--- src/rtl/hgba_pkg.sv ---
`timescale 1ns / 1ps

package hgba_pkg;

   // Grid size defaults.
   localparam int ROWS_DEFAULT = 16;
   localparam int COLS_DEFAULT = 16;

   // Field widths.
   localparam int FUNC_W = 2;
   localparam int IDX_W  = 4;
   localparam int VAL_W  = 14;
   localparam int PASS_W = 8;

   // Operation codes.
   localparam logic [FUNC_W-1:0] FUNC_WRITE = 2'd0;
   localparam logic [FUNC_W-1:0] FUNC_RUN   = 2'd1;
   localparam logic [FUNC_W-1:0] FUNC_READ  = 2'd2;

   // Register map.
   localparam int                    CSR_ADDR_W     = 2;
   localparam int                    CSR_DATA_W     = 32;
   localparam logic [CSR_ADDR_W-1:0] CSR_PASS_COUNT = 2'd0;
   localparam logic [PASS_W-1:0]     PASS_RESET     = 8'd2;

   // Stencil arithmetic: a column sum of three cells, a window sum of nine.
   localparam int VSUM_W = VAL_W + 2;
   localparam int SUM_W  = VAL_W + 4;

   // Division by 9 as a multiplication by ceil(2^21 / 9). The error term is
   // small enough that the quotient is exact for every sum below 2^18.
   localparam int               DIV_MULT_W = 18;
   localparam logic [DIV_MULT_W-1:0] DIV_MULT = 18'd233017;
   localparam int               DIV_SHIFT  = 21;
   localparam int               PROD_W     = SUM_W + DIV_MULT_W;

   // Commands from the controller to the datapath.
   typedef struct packed {
      logic host_we;    // write the current grid bank at the host address
      logic rd_en;      // read the current grid bank
      logic sweep;      // this cycle belongs to a smoothing pass
      logic slot_first; // upper neighbour row of the column
      logic slot_last;  // lower neighbour row of the column
      logic col_first;  // first column of a grid row
      logic emit;       // a finished window sum follows this read
      logic cur_bank;   // bank that holds the current grid
   } cmd_type;

   typedef struct packed {
      logic pipe_empty; // no pass result is still in flight
   } status_type;

endpackage

--- src/rtl/hgba_controller.sv ---
`timescale 1ns / 1ps

module hgba_controller #(
   parameter int ROWS = hgba_pkg::ROWS_DEFAULT,
   parameter int COLS = hgba_pkg::COLS_DEFAULT
) (
   input  logic                             clock,
   input  logic                             reset,
   input  logic                             req_valid,
   output logic                             req_ready,
   input  logic [hgba_pkg::FUNC_W-1:0]      req_func,
   input  logic [hgba_pkg::IDX_W-1:0]       req_row,
   input  logic [hgba_pkg::IDX_W-1:0]       req_col,
   input  logic [hgba_pkg::VAL_W-1:0]       req_value,
   output logic                             rsp_valid,
   input  logic                             rsp_ready,
   output logic [hgba_pkg::FUNC_W-1:0]      rsp_done_op,
   output logic [hgba_pkg::VAL_W-1:0]       rsp_cell_value,
   input  logic [hgba_pkg::PASS_W-1:0]      pass_count,
   output hgba_pkg::cmd_type                cmd,
   output logic [$clog2(ROWS*COLS)-1:0]     rd_addr,
   output logic [$clog2(ROWS*COLS)-1:0]     host_waddr,
   output logic [hgba_pkg::VAL_W-1:0]       host_wdata,
   output logic [$clog2(ROWS*COLS)-1:0]     pass_waddr,
   input  logic [hgba_pkg::VAL_W-1:0]       rd_data,
   input  hgba_pkg::status_type             status
);

   localparam int DEPTH  = ROWS * COLS;
   localparam int ADDR_W = $clog2(DEPTH);
   localparam int EXT_W  = ADDR_W + 2;
   localparam int ROW_W  = $clog2(ROWS);
   localparam int COL_W  = $clog2(COLS + 1);
   localparam int FUNC_W = hgba_pkg::FUNC_W;
   localparam int VAL_W  = hgba_pkg::VAL_W;
   localparam int PASS_W = hgba_pkg::PASS_W;

   localparam logic [2:0] ST_CLEAR = 3'd0;
   localparam logic [2:0] ST_IDLE  = 3'd1;
   localparam logic [2:0] ST_READ  = 3'd2;
   localparam logic [2:0] ST_PASS  = 3'd3;
   localparam logic [2:0] ST_DRAIN = 3'd4;

   localparam logic [1:0] SLOT_FIRST = 2'd0;
   localparam logic [1:0] SLOT_LAST  = 2'd2;

   localparam logic [ROW_W-1:0]  ROW_LAST  = ROW_W'(ROWS - 1);
   localparam logic [COL_W-1:0]  COL_END   = COL_W'(COLS);
   localparam logic [ADDR_W-1:0] ADDR_LAST = ADDR_W'(DEPTH - 1);

   logic [2:0]         state_ff, state_in;
   logic [ADDR_W-1:0]  clr_ff, clr_in;
   logic [ROW_W-1:0]   row_ff, row_in;
   logic [COL_W-1:0]   col_ff, col_in;
   logic [1:0]         slot_ff, slot_in;
   logic [ADDR_W-1:0]  base_ff, base_in;
   logic [PASS_W-1:0]  passes_ff, passes_in;
   logic               bank_ff, bank_in;
   logic               hit_ff, hit_in;
   logic               rsp_valid_ff, rsp_valid_in;
   logic [FUNC_W-1:0]  done_op_ff, done_op_in;
   logic [VAL_W-1:0]   cell_value_ff, cell_value_in;

   logic               accept;
   logic               host_inside;
   logic [ADDR_W-1:0]  host_addr;
   logic [EXT_W-1:0]   sweep_addr;
   logic               slot_first;
   logic               slot_last;
   logic               col_end;

   assign req_ready   = (state_ff == ST_IDLE) && (!rsp_valid_ff || rsp_ready);
   assign accept      = req_valid && req_ready;
   assign host_inside = (int'(req_row) < ROWS) && (int'(req_col) < COLS);
   assign host_addr   = ADDR_W'(int'(req_row) * COLS + int'(req_col));

   assign slot_first  = (slot_ff == SLOT_FIRST);
   assign slot_last   = (slot_ff == SLOT_LAST);
   assign col_end     = (col_ff == COL_END);

   // Neighbour address: the row above, this row or the row below, at the
   // column being loaded into the window.
   always_comb begin
      sweep_addr = EXT_W'(base_ff) + EXT_W'(col_ff);
      if (slot_last) begin
         sweep_addr = sweep_addr + EXT_W'(COLS);
      end else if (slot_first) begin
         sweep_addr = sweep_addr - EXT_W'(COLS);
      end
   end

   assign pass_waddr = ADDR_W'(EXT_W'(base_ff) + EXT_W'(col_ff) - EXT_W'(1));

   always_comb begin
      state_in      = state_ff;
      clr_in        = clr_ff;
      row_in        = row_ff;
      col_in        = col_ff;
      slot_in       = slot_ff;
      base_in       = base_ff;
      passes_in     = passes_ff;
      bank_in       = bank_ff;
      hit_in        = hit_ff;
      rsp_valid_in  = rsp_valid_ff && !rsp_ready;
      done_op_in    = done_op_ff;
      cell_value_in = cell_value_ff;

      cmd           = '0;
      cmd.cur_bank  = bank_ff;
      rd_addr       = host_addr;
      host_waddr    = host_addr;
      host_wdata    = req_value;

      unique case (state_ff)
         ST_CLEAR: begin
            cmd.host_we = 1'b1;
            host_waddr  = clr_ff;
            host_wdata  = '0;
            if (clr_ff == ADDR_LAST) begin
               state_in = ST_IDLE;
            end else begin
               clr_in = clr_ff + ADDR_W'(1);
            end
         end
         ST_IDLE: begin
            if (accept) begin
               unique case (req_func)
                  hgba_pkg::FUNC_WRITE: begin
                     cmd.host_we   = host_inside;
                     rsp_valid_in  = 1'b1;
                     done_op_in    = req_func;
                     cell_value_in = '0;
                  end
                  hgba_pkg::FUNC_RUN: begin
                     if (pass_count == '0) begin
                        rsp_valid_in  = 1'b1;
                        done_op_in    = req_func;
                        cell_value_in = '0;
                     end else begin
                        passes_in = pass_count;
                        row_in    = '0;
                        col_in    = '0;
                        slot_in   = SLOT_FIRST;
                        base_in   = '0;
                        state_in  = ST_PASS;
                     end
                  end
                  hgba_pkg::FUNC_READ: begin
                     cmd.rd_en = 1'b1;
                     hit_in    = host_inside;
                     state_in  = ST_READ;
                  end
                  default: begin
                     rsp_valid_in  = 1'b1;
                     done_op_in    = req_func;
                     cell_value_in = '0;
                  end
               endcase
            end
         end
         ST_READ: begin
            rsp_valid_in  = 1'b1;
            done_op_in    = hgba_pkg::FUNC_READ;
            cell_value_in = hit_ff ? rd_data : '0;
            state_in      = ST_IDLE;
         end
         ST_PASS: begin
            // Reads outside the grid are suppressed and count as zero.
            cmd.sweep      = 1'b1;
            cmd.rd_en      = !col_end
                             && !(slot_first && (row_ff == '0))
                             && !(slot_last && (row_ff == ROW_LAST));
            cmd.slot_first = slot_first;
            cmd.slot_last  = slot_last;
            cmd.col_first  = (col_ff == '0);
            cmd.emit       = slot_last && (col_ff != '0);
            rd_addr        = ADDR_W'(sweep_addr);
            if (!slot_last) begin
               slot_in = slot_ff + 2'd1;
            end else begin
               slot_in = SLOT_FIRST;
               if (!col_end) begin
                  col_in = col_ff + COL_W'(1);
               end else begin
                  col_in = '0;
                  if (row_ff == ROW_LAST) begin
                     row_in   = '0;
                     base_in  = '0;
                     state_in = ST_DRAIN;
                  end else begin
                     row_in  = row_ff + ROW_W'(1);
                     base_in = base_ff + ADDR_W'(COLS);
                  end
               end
            end
         end
         ST_DRAIN: begin
            if (status.pipe_empty) begin
               bank_in   = !bank_ff;
               passes_in = passes_ff - PASS_W'(1);
               if (passes_ff == PASS_W'(1)) begin
                  rsp_valid_in  = 1'b1;
                  done_op_in    = hgba_pkg::FUNC_RUN;
                  cell_value_in = '0;
                  state_in      = ST_IDLE;
               end else begin
                  state_in = ST_PASS;
               end
            end
         end
         default: begin
            state_in = ST_IDLE;
         end
      endcase
   end

   always_ff @(posedge clock) begin
      if (reset) begin
         state_ff     <= ST_CLEAR;
         clr_ff       <= '0;
         row_ff       <= '0;
         col_ff       <= '0;
         slot_ff      <= SLOT_FIRST;
         base_ff      <= '0;
         passes_ff    <= '0;
         bank_ff      <= 1'b0;
         hit_ff       <= 1'b0;
         rsp_valid_ff <= 1'b0;
      end else begin
         state_ff     <= state_in;
         clr_ff       <= clr_in;
         row_ff       <= row_in;
         col_ff       <= col_in;
         slot_ff      <= slot_in;
         base_ff      <= base_in;
         passes_ff    <= passes_in;
         bank_ff      <= bank_in;
         hit_ff       <= hit_in;
         rsp_valid_ff <= rsp_valid_in;
      end
   end

   always_ff @(posedge clock) begin
      done_op_ff    <= done_op_in;
      cell_value_ff <= cell_value_in;
   end

   assign rsp_valid      = rsp_valid_ff;
   assign rsp_done_op    = done_op_ff;
   assign rsp_cell_value = cell_value_ff;

endmodule

--- config.mk ---
export PLATFORM = sky130hd
export DESIGN_NAME = hgba_controller
export DESIGN_NICKNAME = d
export VERILOG_FILES = /design/src/rtl/hgba_pkg.sv /design/src/rtl/hgba_controller.sv
export SDC_FILE = /design/constraint.sdc
export NUM_CORES = 1
export LEC_CHECK = 0
export BUFFER_PORTS_ARGS = -buffer_cell sky130_fd_sc_hd__buf_2
export CAP_MARGIN = 20
export CORE_AREA = 2 2 126 128
export CTS_CLUSTER_DIAMETER = 50
export DETAILED_ROUTE_END_ITERATION = 6
export DIE_AREA = 0 0 128 130
export GPL_TIMING_DRIVEN = 0
export SLEW_MARGIN = 30
export SYNTH_ARGS = -nofsm -noshare
export SYNTH_HDL_FRONTEND = slang
export SYNTH_SLANG_ARGS = --single-unit
--- constraint.sdc ---
create_clock -name clock -period 3.11 [get_ports clock]
set_clock_uncertainty 0.15 [all_clocks]
set_input_delay 0.311 -clock clock [delete_from_list [all_inputs] [get_ports clock]]
set_output_delay 0.311 -clock clock [all_outputs]
set_load 0.01 [all_outputs]
======== Yosys cells after proc, flatten, opt, wreduce, memory -nomap -nowiden ========
Cells that the tools add are included.
storage, ports and cells
  register bits after elaboration ......... 57
  bits in latches ......................... 0
  bits in writable memories ............... 0
  ROM bits ................................ 0
  input bits .............................. 51
  output and inout port bits .............. 64
  logic and storage cells ................. 152
  memories ................................ 0
operators by class
  $add $sub $neg .......................... 11
  multiply operators ...................... 0
  divide/modulo/power cells ............... 0
  $lt $le $gt $ge ......................... 0
  equality and inequality tests ........... 24
  shift-type cells ........................ 0
  muxes and demuxes ....................... 70
  bitwise gates (word level) .............. 1
  reduce and logical (&&, ||, !) cells .... 34
operator list
  kind                   count
  $mux W8                14
  $mux W14               6
  $pmux W14 S3           1
  $pmux W8 S2            2
  $mux W5                6
  $pmux W14 S2           1
  $mux W4                6
  $mux W3                7
  $mux W2                10
  $ne A2 B2 Y1 const B   9
  $add A8 B5 Y8 const B  2
  $sub A8 B1 Y8 const B  2
  $pmux W3 S4            1
  $reduce_and A6 Y1      2
  $pmux W5 S2            1
  $reduce_and A5 Y1      2
  $add A8 B1 Y8 const B  1
  $add A8 B4 Y8          1
  $add A8 B5 Y8          1
  $eq A8 B1 Y1 const B   1
  $eq A8 B8 Y1 const B   1
  $logic_and A1 B1 Y1    8
  $logic_not A8 Y1       1
  $pmux W2 S2            2
  other kinds (34)       52

======== Depth between registers and ports, before layout ========
Gate-level depths: netlist (run 1).
  depth after elaboration ................. 6
  gate-level depth with buffers ........... 9
  gate-level depth less buffers ........... 9

======== Least setup slack after synthesis (run 1) ========
Ideal clock, no wire load.
  path kind ............................... register to register
  from .................................... reg passes_ff[2]
  to ...................................... reg cell_value_ff[0] (netlist: rsp_cell_value[0]) (enable)
  setup time .............................. 0.409 ns
  arrival time ............................ 2.819 ns
  data required time ...................... 2.551 ns
  path slack .............................. -0.268 ns
  stages on the path, launching flop included .. 6
  buffers on the path ..................... 0
  period minus slack after synthesis ...... 3.378 ns
  cell sequence ........................... dfxtp_1 -> or4_1 -> nor4b_1 -> a21oi_1 -> o32a_1 -> nor3_1
on the way
  longest elaborated chain between the ends .. 3
RTL lines
  element                             line                    RTL
  start, declared                     hgba_controller.sv:57   logic [PASS_W-1:0] passes_ff, passes_in;
  start signal, assigned              hgba_controller.sv:236  passes_ff <= passes_in;
  $eq A8 B1 Y1                        hgba_controller.sv:201  if (passes_ff == PASS_W'(1)) begin
  $ne A2 B2 Y1 (no source line)       n/a
  $reduce_and A6 Y1 (no source line)  n/a
  end signal, assigned                hgba_controller.sv:245  cell_value_ff <= cell_value_in;
  end, declared                       hgba_controller.sv:62   logic [VAL_W-1:0] cell_value_ff, cell_value_in;
Every way passes these cells.
A chain may end at the register's enable or synchronous reset.

======== Worst setup path in the final report (run 1) ========
  from .................................... reg col_ff[4]
  to ...................................... out rd_addr[6]
on the way
  longest elaborated chain between the ends .. 5
  elaborated cells on any way between the ends .. 6
  those cells by class .................... add/sub: 3; mux: 3
RTL lines
  element                 line                    RTL
  start, declared         hgba_controller.sv:54   logic [COL_W-1:0] col_ff, col_in;
  start signal, assigned  hgba_controller.sv:233  col_ff <= col_in;
  $add A8 B5 Y8 *         hgba_controller.sv:84   sweep_addr = EXT_W'(base_ff) + EXT_W'(col_ff);
  $sub A8 B5 Y8           hgba_controller.sv:88   sweep_addr = sweep_addr - EXT_W'(COLS);
  $mux W8                 hgba_controller.sv:87   end else if (slot_first) begin
  $mux W8 *               hgba_controller.sv:85   if (slot_last) begin
  $mux W8 *               hgba_controller.sv:114  unique case (state_ff)
  end, declared           hgba_controller.sv:21   output logic [$clog2(ROWS*COLS)-1:0] rd_addr,
Every way passes the cells marked *; elsewhere a longest branch is shown, timed or not.

==> flow_summary.ini, run 1 <==
[route]
detailroute.via_count = 3383
vias_per_cell = 4.673
remaining_drc_errors = 0
antenna_left = 0
dr.first_iter.drc_count = 162
dr.pass1.iters = 4
route.detailed.wl_per_inst_um = 13.57
wirelength_um = 9822

[finish]
nNetsFinal = 597
antenna_cells = 0
final_layout_size_suffix_gt1_share_pct = 27.63
fillCellCount = 1677
final_core_utilization_pct = 28.70
area_delta_synth_final_pct = 28.75
post_route_design_area_um2 = 4427

[synthesis]
synthesis.yosys.warnings = 0
synthTopCellsByCount = sky130_fd_sc_hd__dfxtp_1, sky130_fd_sc_hd__nand2_1, sky130_fd_sc_hd__nor2_1
post_synth_main_area_contributors = sky130_fd_sc_hd__dfxtp_1, sky130_fd_sc_hd__edfxtp_1, sky130_fd_sc_hd__ha_1, sky130_fd_sc_hd__nor2b_1, sky130_fd_sc_hd__nand2_1
synth.ff_latch_count = 53
yosys.cell_types.count = 59
synthesis.nets = 476
synth-edff-count = 16
fraction_of_registers_with_async_set_or_reset_after_synthesis_pct = 0
yosysTopAreaCellShare_pct = 21.54
synth_instances = 410
yosys.cell_count.top_type = sky130_fd_sc_hd__dfxtp_1
summed_instance_area_of_the_synthesized_netlist_um2 = 3438
share_of_the_yosys_chip_area_belonging_to_registers_pct = 35.52
avgSynthCellArea_um2 = 8.386
synth_flop_cell = sky130_fd_sc_hd__dfxtp_1
synth_largest_area_cell = sky130_fd_sc_hd__dfxtp_1

[worst_setup_path]
regToRegStartpoint = passes_ff[2]$_SDFFE_PP0P_
worstSetupStartpoint = col_ff[4]$_SDFFE_PP0P_
worst-setup-path-type = register to output pin
worst_ep_required_time_ns = 2.65
worstPathArrival_ns = 2.49
r2r.worst_path.cells = 6
setup.worst_path.start_class = register
reg2reg_slack_ns = 0.28
critPathMaxFanout = 7
setup.worst_path.end_class = output pin

[power]
p_per_area_nw_per_um2 = 610.8
p_leak_nw = 1.896
fin_total_pwr_mw = 2.704
power.ir.vdd_worst_mv = 0.3281

[global_routing]
gr-usage-met3_pct = 2.624
grt_use_total_pct = 11.66
met2_usage_pct = 18.21
antenna_found_initial = 0
grt_pass1_vias = 3187
grt_first_pass_wirelength_um = 15700
gr-total-overflow = 0
grt_max_degree = 17
grtUsageMet1_pct = 16.54
gr-max-usage-layer = met2

[sta]
fin_crit_sh_pct = 94.73
worst_slew_pin_slew_ns = 0.6763
rsz0062_at_grt = false
final-hold-violation-count = 0
post-route-min-period_ns = 2.946
setup_viol = 0
fin_worst_hold_slack_ns = 0.1335
setup_ws_ns = 0.1640
worst_slew_margin_rel_pct = 54.50
timing.final.max_slew_violations = 0
max_freq_mhz = 339.4

[placed_design]
routabilityCongestion = 0.8205
placement.cell_area_um2 = 4255
placed_wire_length_estimate_after_detailed_placement_um = 7523
place_worst_setup_slack_ns = -0.04783
place.port_buffers = 113

[job]
drv.max_cap_violation_count = 0

[cts]
cts-buffers-inserted = 5
tritoncts = yes
htreeDepth = 2
max-clock-path-buffers = 2
clock-root-buffer = sky130_fd_sc_hd__clkbuf_16
clock_insertion_delay_worst_skew_ns = 0.30
cts.sinks = 53
clk_pin_slew_ns = 0.07

[min_path]
worst_hold_startpoint = rd_data[13]
worstHoldPathType = input pin to register
count_of_cells_along_the_worst_hold_path = 2

[status]
status = complete, no violations

[floorplanning]
dieHeight_um = 130
floorplan.initialDensity_pct = 22.29
core.rowCount = 46
core_area_um2 = 15420
io-pin-count = 115
die_w_um = 128
die_area_um2 = 16640
## path summary, 6_finish.rpt
check / to
setup / recovery: rd_addr[6]
hold / removal: rsp_cell_value[13]$_SDFFCE_PN0P_
setup reg to reg: rsp_done_op[0]$_DFFE_PP_
hold reg to reg: passes_ff[5]$_SDFFE_PP0P_
## power by group
group,switching (mW),internal (mW)
logic,0.726,0.517
clock network,0.262,0.300
registers,0.0520,0.846
total,1.04,1.66
## cell families (layout without fill, tap and decap cells)
| group | after synthesis | in the layout | share of synthesized area [%] |
|---|---|---|---|
| simple gates | 171 | 171 | 26.97 |
| compound gates | 94 | 94 | 17.65 |
| flops | 53 | 53 | 35.52 |
| buf+inv | 44 | 166 | 5.276 |
| xor+xnor | 18 | 18 | 4.585 |
| fa+ha+maj | 15 | 15 | 5.459 |
| mux | 14 | 14 | 4.440 |
| other cells | 1 | 1 | 0.1091 |
## critical path: stages, from the launching register on
cell	delay, ns
sky130_fd_sc_hd__dfxtp_2	0.36
sky130_fd_sc_hd__ha_1	0.39
sky130_fd_sc_hd__xnor2_2	0.25
sky130_fd_sc_hd__inv_1	0.09
sky130_fd_sc_hd__ha_1	0.18
sky130_fd_sc_hd__nor2b_1	0.14
sky130_fd_sc_hd__a31oi_1	0.06
sky130_fd_sc_hd__or4_1	0.50
sky130_fd_sc_hd__nand3_1	0.11
sky130_fd_sc_hd__buf_2	0.14
## registers in the layout, summed over array words and instances (netlist names)
| register | cells |
|---|---|
| rsp_cell_value | 14 |
| clr_ff | 8 |
| passes_ff | 8 |
| col_ff | 5 |
| base_ff | 4 |
| row_ff | 4 |
| state_ff | 3 |
| rsp_done_op | 2 |
| slot_ff | 2 |
| bank_ff | 1 |
| hit_ff | 1 |
| rsp_valid | 1 |
## routing by layer
metal,part of all wire (%),vias up
met5,0,-
met4,0.95,0
met3,5.7,6
met2,43,107
met1,50,1575
li1,-,1695
## per-stage QoR
step           std cells  TNS [ns]
2_1_floorplan        410         0
3_3_place_gp         715    -5.531
3_5_place_dp         715   -0.7556
4_1_cts              723         0
5_1_grt              724         0
6_report             724         0
## layout make-up
| type | count | area (um^2) | area share (%) |
|---|---|---|---|
| Inverter | 19 | 71.32 | 1.611 |
| Buffer | 25 | 110.1 | 2.487 |
| Sequential cell | 53 | 1222 | 27.61 |
| Clock inverter | 2 | 13.76 | 0.3109 |
| Tap cell | 192 | 240.2 | 5.427 |
| Multi-Input combinational cell | 313 | 2054 | 46.41 |
| Clock buffer | 6 | 128.9 | 2.911 |
| Timing Repair Buffer | 114 | 585.6 | 13.23 |
## what timing repair did
action,4_1_cts,5_1_grt
hold buffers,0,0
pin swaps,1,1
gates resized for setup,0,2
setup buffers,0,1
endpoints found under the setup margin,16,17
## layout by cell type (no fill, tap or decap), types with 4 or more instances in the layout
| cell type | instances |
|---|---|
| sky130_fd_sc_hd__clkbuf_1 | 21 |
| sky130_fd_sc_hd__mux2i_1 | 4 |
| sky130_fd_sc_hd__xnor2_1 | 9 |
| sky130_fd_sc_hd__nor3_1 | 8 |
| sky130_fd_sc_hd__or4_1 | 5 |
| sky130_fd_sc_hd__a211oi_1 | 6 |
| sky130_fd_sc_hd__clkbuf_16 | 5 |
| sky130_fd_sc_hd__o22ai_1 | 6 |
| sky130_fd_sc_hd__nand3_1 | 14 |
| sky130_fd_sc_hd__o211ai_1 | 4 |
| sky130_fd_sc_hd__ha_1 | 15 |
| sky130_fd_sc_hd__a22o_1 | 4 |
| sky130_fd_sc_hd__buf_2 | 114 |
| sky130_fd_sc_hd__nor2b_1 | 25 |
| sky130_fd_sc_hd__and2_1 | 14 |
| sky130_fd_sc_hd__inv_1 | 19 |
| sky130_fd_sc_hd__a21oi_1 | 25 |
| sky130_fd_sc_hd__xor2_1 | 8 |
| sky130_fd_sc_hd__and3_1 | 4 |
| sky130_fd_sc_hd__nand2_1 | 34 |
| sky130_fd_sc_hd__nand4_1 | 5 |
| sky130_fd_sc_hd__mux2_2 | 10 |
| sky130_fd_sc_hd__edfxtp_1 | 16 |
| sky130_fd_sc_hd__o21a_1 | 5 |
| sky130_fd_sc_hd__o21ai_0 | 23 |
| sky130_fd_sc_hd__or3_1 | 4 |
| sky130_fd_sc_hd__dfxtp_1 | 36 |
| sky130_fd_sc_hd__nor2_1 | 34 |
No activity file was read; power rests on OpenSTA's default activity.
==> inputs of run 2 (changes only) <==
--- a/config.mk
+++ b/config.mk
@@ -12,6 +12,7 @@
 export DETAILED_ROUTE_END_ITERATION = 6
 export DIE_AREA = 0 0 128 130
 export GPL_TIMING_DRIVEN = 0
+export RECOVER_POWER = 25
 export SLEW_MARGIN = 30
 export SYNTH_ARGS = -nofsm -noshare
 export SYNTH_HDL_FRONTEND = slang
==> flow_summary.ini, run 2 (synthesis gave the netlist of run 1 again) <==
[power]
cell_internal_pwr_mw = 1.634
power.ir.vdd_worst_mv = 0.3255
p_leak_nw = 1.826
p_clk_share_pct = 21.0
fin_total_pwr_mw = 2.679
power.share.sequential_pct = 33.6
share_comb_of_total_power_pct = 45.4
power.switching_fraction_pct = 39.02
p_per_area_nw_per_um2 = 610.1
power.switching_mw = 1.045

[sta]
timing.final.max_slew_violations = 0
max_freq_mhz = 339.5
worst_slew_margin_rel_pct = 54.29
final-hold-violation-count = 0
worst_slew_pin_slew_ns = 0.6819
sum_neg_setup_slack_ns = 0
setup_viol = 0
rsz0062_at_grt = false
post-route-min-period_ns = 2.946
fin_crit_sh_pct = 94.72
fin_worst_hold_slack_ns = 0.1328

[min_path]
worst_hold_startpoint = rd_data[13]
holdPathEnd = rsp_cell_value[13]$_SDFFCE_PN0P_
worstHoldPathType = input pin to register
count_of_cells_along_the_worst_hold_path = 2

[worst_setup_path]
reg2reg_slack_ns = 0.28
setup.worst_path.start_class = register
worst-setup-path-type = register to output pin
worst_path_most_repeated_cell = sky130_fd_sc_hd__ha_1
worst_path_largest_cell_delay_ns = 0.50
destination_of_the_worst_register_to_register_timing_path = rsp_done_op[0]$_DFFE_PP_
critical_path_cell_by_cell = ha_1 -> xnor2_2 -> inv_1 -> ha_1 -> nor2b_1 -> a31oi_1 -> or4_1 -> nand3_1 -> buf_2
critPathMaxFanout = 7
cp_slowest_cell = sky130_fd_sc_hd__or4_1
regToRegStartpoint = passes_ff[2]$_SDFFE_PP0P_
setup.worst_path.end_class = output pin
r2r.worst_path.cells = 6
worstPathArrival_ns = 2.48
worst_ep_required_time_ns = 2.65

[route]
vias_per_cell = 4.681
dr.first_iter.drc_count = 198
detailroute.via_count = 3389
wirelength_um = 9855
dr.pass1.iters = 4
remaining_drc_errors = 0
antenna_left = 0
route.detailed.wl_per_inst_um = 13.61

[placed_design]
place.port_buffers = 113
placed_wire_length_estimate_after_detailed_placement_um = 7523
routabilityCongestion = 0.8205

[finish]
antenna_cells = 0
final_layout_size_suffix_gt1_share_pct = 23.31
area_delta_synth_final_pct = 27.73
commonest_non_fill_non_tap_cell_in_the_layout = sky130_fd_sc_hd__buf_2
layout.cells.most_common_list = sky130_fd_sc_hd__buf_2, sky130_fd_sc_hd__clkbuf_1, sky130_fd_sc_hd__dfxtp_1
seqCellArea_um2 = 1222
largest_register_ffs = 14
multi_input_area_um2 = 2054
nNetsFinal = 597
fillCellCount = 1688

[global_routing]
grt_use_total_pct = 11.66
antenna_found_initial = 0
grt_pass1_vias = 3187
grt_first_pass_wirelength_um = 15700
grt_max_degree = 17
gr-total-overflow = 0

[floorplanning]
io-pin-count = 115
core.rowCount = 46
floorplan.initialDensity_pct = 22.29
core_area_um2 = 15420
dieHeight_um = 130
die_w_um = 128
die_area_um2 = 16640

[cts]
clk_pin_slew_ns = 0.07
max-clock-path-buffers = 2
cts-buffers-inserted = 5
cts.sinks = 53
htreeDepth = 2
clock-root-buffer = sky130_fd_sc_hd__clkbuf_16
clock_insertion_delay_worst_skew_ns = 0.30
tritoncts = yes

[status]
status = complete, no violations

[job]
drv.max_cap_violation_count = 0
==> run 2: cell types whose count changed in the layout (fill, tap and decap cells not counted), sizes merged <==
cell	before	now
buf	119	96
clkbuf	26	49
==> run 2: power groups by stage <==
stage          Sequential, mW  Combinational (mW)  Clock (mW)
2_1_floorplan           0.945               0.744           0
3_3_place_gp            0.914                1.20           0
3_5_place_dp            0.917                1.21           0
4_1_cts                 0.901                1.21       0.582
5_1_grt                 0.914                1.34       0.609
6_report                0.901                1.22       0.562
==> run 2: cell type report <==
cell class              instances  area share (%)
multi-input cells             313           46.78
repair buffers                114           12.71
flip-flops and latches         53           27.83
inverters                      19           1.624
plain buffers                  25           2.336
clock inverters                 2          0.3134
clock buffers                   6           2.934
well taps                     192           5.470
==> run 2: repair_timing <==
| item | CTS | global route |
|---|---|---|
| gates resized for setup | 0 | 2 |
| pin swaps | 1 | 1 |
| setup buffers | 0 | 1 |
| hold buffers | 0 | 0 |
| setup endpoints to repair | 16 | 17 |
==> run 2: per-stage QoR <==
step	std cells	instance area (um^2)	util [%]	setup WS, ns
final	724	4392	28.47	0.1641
after detailed placement	715	4255	27.59	-0.04783
after global routing	724	4392	28.47	0.04046
after CTS	723	4398	28.51	0.007918
after global placement	715	4249	27.55	-0.3463
after floorplan	410	3443	-	0.2018
==> run 2: critical path, delay by kind of cell (launching register included) <==
family	cells	cell delay (ns)
flip-flops	1	0.36
XOR/XNOR	1	0.25
buffers and inverters	2	0.22
AND/OR/NAND/NOR	3	0.75
AO/OA/AOI/OAI	1	0.06
adder cells (fa/ha/maj)	2	0.57
==> run 2: layer usage <==
layer  vias up  part of all wire, %  track usage [%]
met4         0                 0.74            2.456
met1      1568                   50            16.54
met2       119                   43            18.21
met3         4                  5.8            2.624
li1       1698                    -                -
met5         -                    0                0
==> run 2: worst max-delay path by stage <==
stage,slack [ns],startpoint,depth (start not counted),to
after floorplan,0.20,passes_ff[2]$_SDFFE_PP0P_,5,rsp_cell_value[0]$_SDFFCE_PN0P_
after global placement,-0.35,passes_ff[2]$_SDFFE_PP0P_,5,rsp_cell_value[5]$_SDFFCE_PN0P_
after detailed placement,-0.05,passes_ff[2]$_SDFFE_PP0P_,5,rsp_cell_value[5]$_SDFFCE_PN0P_
after CTS,0.008,passes_ff[2]$_SDFFE_PP0P_,5,rsp_cell_value[5]$_SDFFCE_PN0P_
after global routing,0.04,col_ff[4]$_SDFFE_PP0P_,9,rd_addr[6]
final,0.16,col_ff[4]$_SDFFE_PP0P_,9,rd_addr[6]
==> inputs of run 3 (changes only) <==
--- a/config.mk
+++ b/config.mk
@@ -7,11 +7,14 @@
 export LEC_CHECK = 0
 export BUFFER_PORTS_ARGS = -buffer_cell sky130_fd_sc_hd__buf_2
 export CAP_MARGIN = 20
+export CELL_PAD_IN_SITES_DETAIL_PLACEMENT = 1
+export CELL_PAD_IN_SITES_GLOBAL_PLACEMENT = 1
 export CORE_AREA = 2 2 126 128
 export CTS_CLUSTER_DIAMETER = 50
 export DETAILED_ROUTE_END_ITERATION = 6
 export DIE_AREA = 0 0 128 130
 export GPL_TIMING_DRIVEN = 0
+export PLACE_DENSITY_LB_ADDON = 0.1
 export RECOVER_POWER = 25
 export SLEW_MARGIN = 30
 export SYNTH_ARGS = -nofsm -noshare
==> flow_summary.ini, run 3 (synthesis gave the netlist of run 1 again) <==
[worst_setup_path]
worstPathArrival_ns = 2.44
reg2reg_slack_ns = 0.30
setup.worst_path.end_class = output pin
timing.critical_path.max_delay_family = simple AND/OR/NAND/NOR gates
worst_path_largest_cell_delay_ns = 0.50
worst-path-buf-inv = 2
worst_ep_required_time_ns = 2.65
worst-setup-path-type = register to output pin
critical_path_cell_by_cell = ha_2 -> xnor2_4 -> inv_1 -> ha_1 -> nor2b_1 -> a31oi_1 -> or4_1 -> nand3_1 -> buf_2
setup.worst_path.start_class = register
critPathMaxFanout = 7
cp_slowest_cell = sky130_fd_sc_hd__or4_1

[power]
power.switching_fraction_pct = 40.64
cell_internal_pwr_mw = 1.630
power.ir.vdd_worst_mv = 0.2313
p_leak_nw = 1.828
share_comb_of_total_power_pct = 45.9
power.switching_mw = 1.116
p_clk_share_pct = 21.3
p_per_area_nw_per_um2 = 621.9
power.share.sequential_pct = 32.7

[floorplanning]
core.rowCount = 46
floorplan.initialDensity_pct = 22.29
io-pin-count = 115
die_area_um2 = 16640
die_w_um = 128
core_area_um2 = 15420
dieHeight_um = 130

[finish]
commonest_non_fill_non_tap_cell_in_the_layout = sky130_fd_sc_hd__buf_2
fillCellCount = 1884
area_delta_synth_final_pct = 28.46
seqCellArea_um2 = 1224
post_route_design_area_um2 = 4417
final_layout_size_suffix_gt1_share_pct = 24.06
antenna_cells = 0
final_core_utilization_pct = 28.63
nNetsFinal = 597
largest_register_ffs = 14
layout.cells.most_common_list = sky130_fd_sc_hd__buf_2, sky130_fd_sc_hd__clkbuf_1, sky130_fd_sc_hd__dfxtp_1
multi_input_area_um2 = 2074

[status]
status = complete, no violations

[sta]
post-route-min-period_ns = 2.906
worst_slew_margin_rel_pct = 41.26
worst_slew_pin_slew_ns = 0.8730
final-hold-violation-count = 0
setup_viol = 0
fin_crit_sh_pct = 93.43
timing.final.max_slew_violations = 0
rsz0062_at_grt = false
max_freq_mhz = 344.2

[route]
route.detailed.wl_per_inst_um = 16.42
detailroute.via_count = 3451
wirelength_um = 11890
remaining_drc_errors = 0
dr.first_iter.drc_count = 142
vias_per_cell = 4.767
dr.pass1.iters = 4
antenna_left = 0

[cts]
max-clock-path-buffers = 2
cts.sinks = 53
cts-buffers-inserted = 5
clock_insertion_delay_worst_skew_ns = 0.31
htreeDepth = 2
tritoncts = yes
clk_pin_slew_ns = 0.08
ctsHoldBuffers = 0
clock-root-buffer = sky130_fd_sc_hd__clkbuf_16

[global_routing]
grt_first_pass_wirelength_um = 18620
grt_pass1_vias = 3570
gr-total-overflow = 0
antenna_found_initial = 0
grt_max_degree = 18
grt_use_total_pct = 14.21

[placed_design]
placed_wire_length_estimate_after_detailed_placement_um = 9118
placement.cell_area_um2 = 4255
place.port_buffers = 113
routabilityCongestion = 0.7415

[job]
drv.max_cap_violation_count = 0

[min_path]
worstHoldPathType = input pin to register
## run 3: changes by cell type in the layout (fill, tap and decap cells not counted), sizes merged
cell / before / now
clkbuf: 49 / 48
clkinv: 0 / 1
## run 3: path summary, 6_finish.rpt
path / startpoint / to / cells past startpoint
setup reg to reg: passes_ff[2]$_SDFFE_PP0P_ / rsp_cell_value[8]$_SDFFCE_PN0P_ / 6
setup / recovery: col_ff[4]$_SDFFE_PP0P_ / rd_addr[6] / 9
hold / removal: rd_data[13] / rsp_cell_value[13]$_SDFFCE_PN0P_ / 2
hold reg to reg: hit_ff$_SDFFE_PP0P_ / hit_ff$_SDFFE_PP0P_ / 2
## run 3: timing repair
| item | CTS | global route |
|---|---|---|
| buffers inserted | 1 | 0 |
| resized for setup | 2 | 4 |
| gates cloned | 0 | 0 |
| endpoints found under the setup margin | 18 | 1 |
| pin swaps | 1 | 0 |
## run 3: layout make-up
class | count | area share, %
multi-input cells | 313 | 46.97
plain buffers | 25 | 2.323
inverters | 19 | 1.615
flip-flops and latches | 53 | 27.71
repair buffers | 114 | 12.63
clock buffers | 5 | 2.833
well taps | 192 | 5.439
clock inverters | 3 | 0.4816
## run 3: layer usage
layer | wire length (um) | global-route usage (%) | vias to the layer above | part of all wire, %
met5 | 0 | 0 | - | 0
met1 | 5587 | 18.47 | 1666 | 47
met3 | 551 | 2.870 | 8 | 4.6
met2 | 5614 | 23.81 | 79 | 47
met4 | 132 | 4.460 | 0 | 1.1
li1 | - | - | 1698 | -
## run 3: power by group through the flow
stage	registers (mW)	clock network, mW	logic [mW]
finish	0.898	0.586	1.26
global placement	0.915	0	1.25
global route	0.913	0.637	1.40
floorplan	0.945	0	0.744
detailed placement	0.916	0	1.28
CTS	0.898	0.611	1.32
## run 3: metrics by stage
step                hold slack [ns]  total power [mW]  setup TNS, ns  std cells  setup WS (ns)
floorplan                    0.2788             1.689              0        410         0.2018
finish                       0.1253             2.747              0        724         0.2043
global route                 0.1253             2.947              0        724       0.007104
CTS                          0.1212             2.830              0        724        0.05947
detailed placement           0.3024             2.196         -2.056        715        -0.1289
global placement             0.2947             2.165         -7.212        715        -0.4509
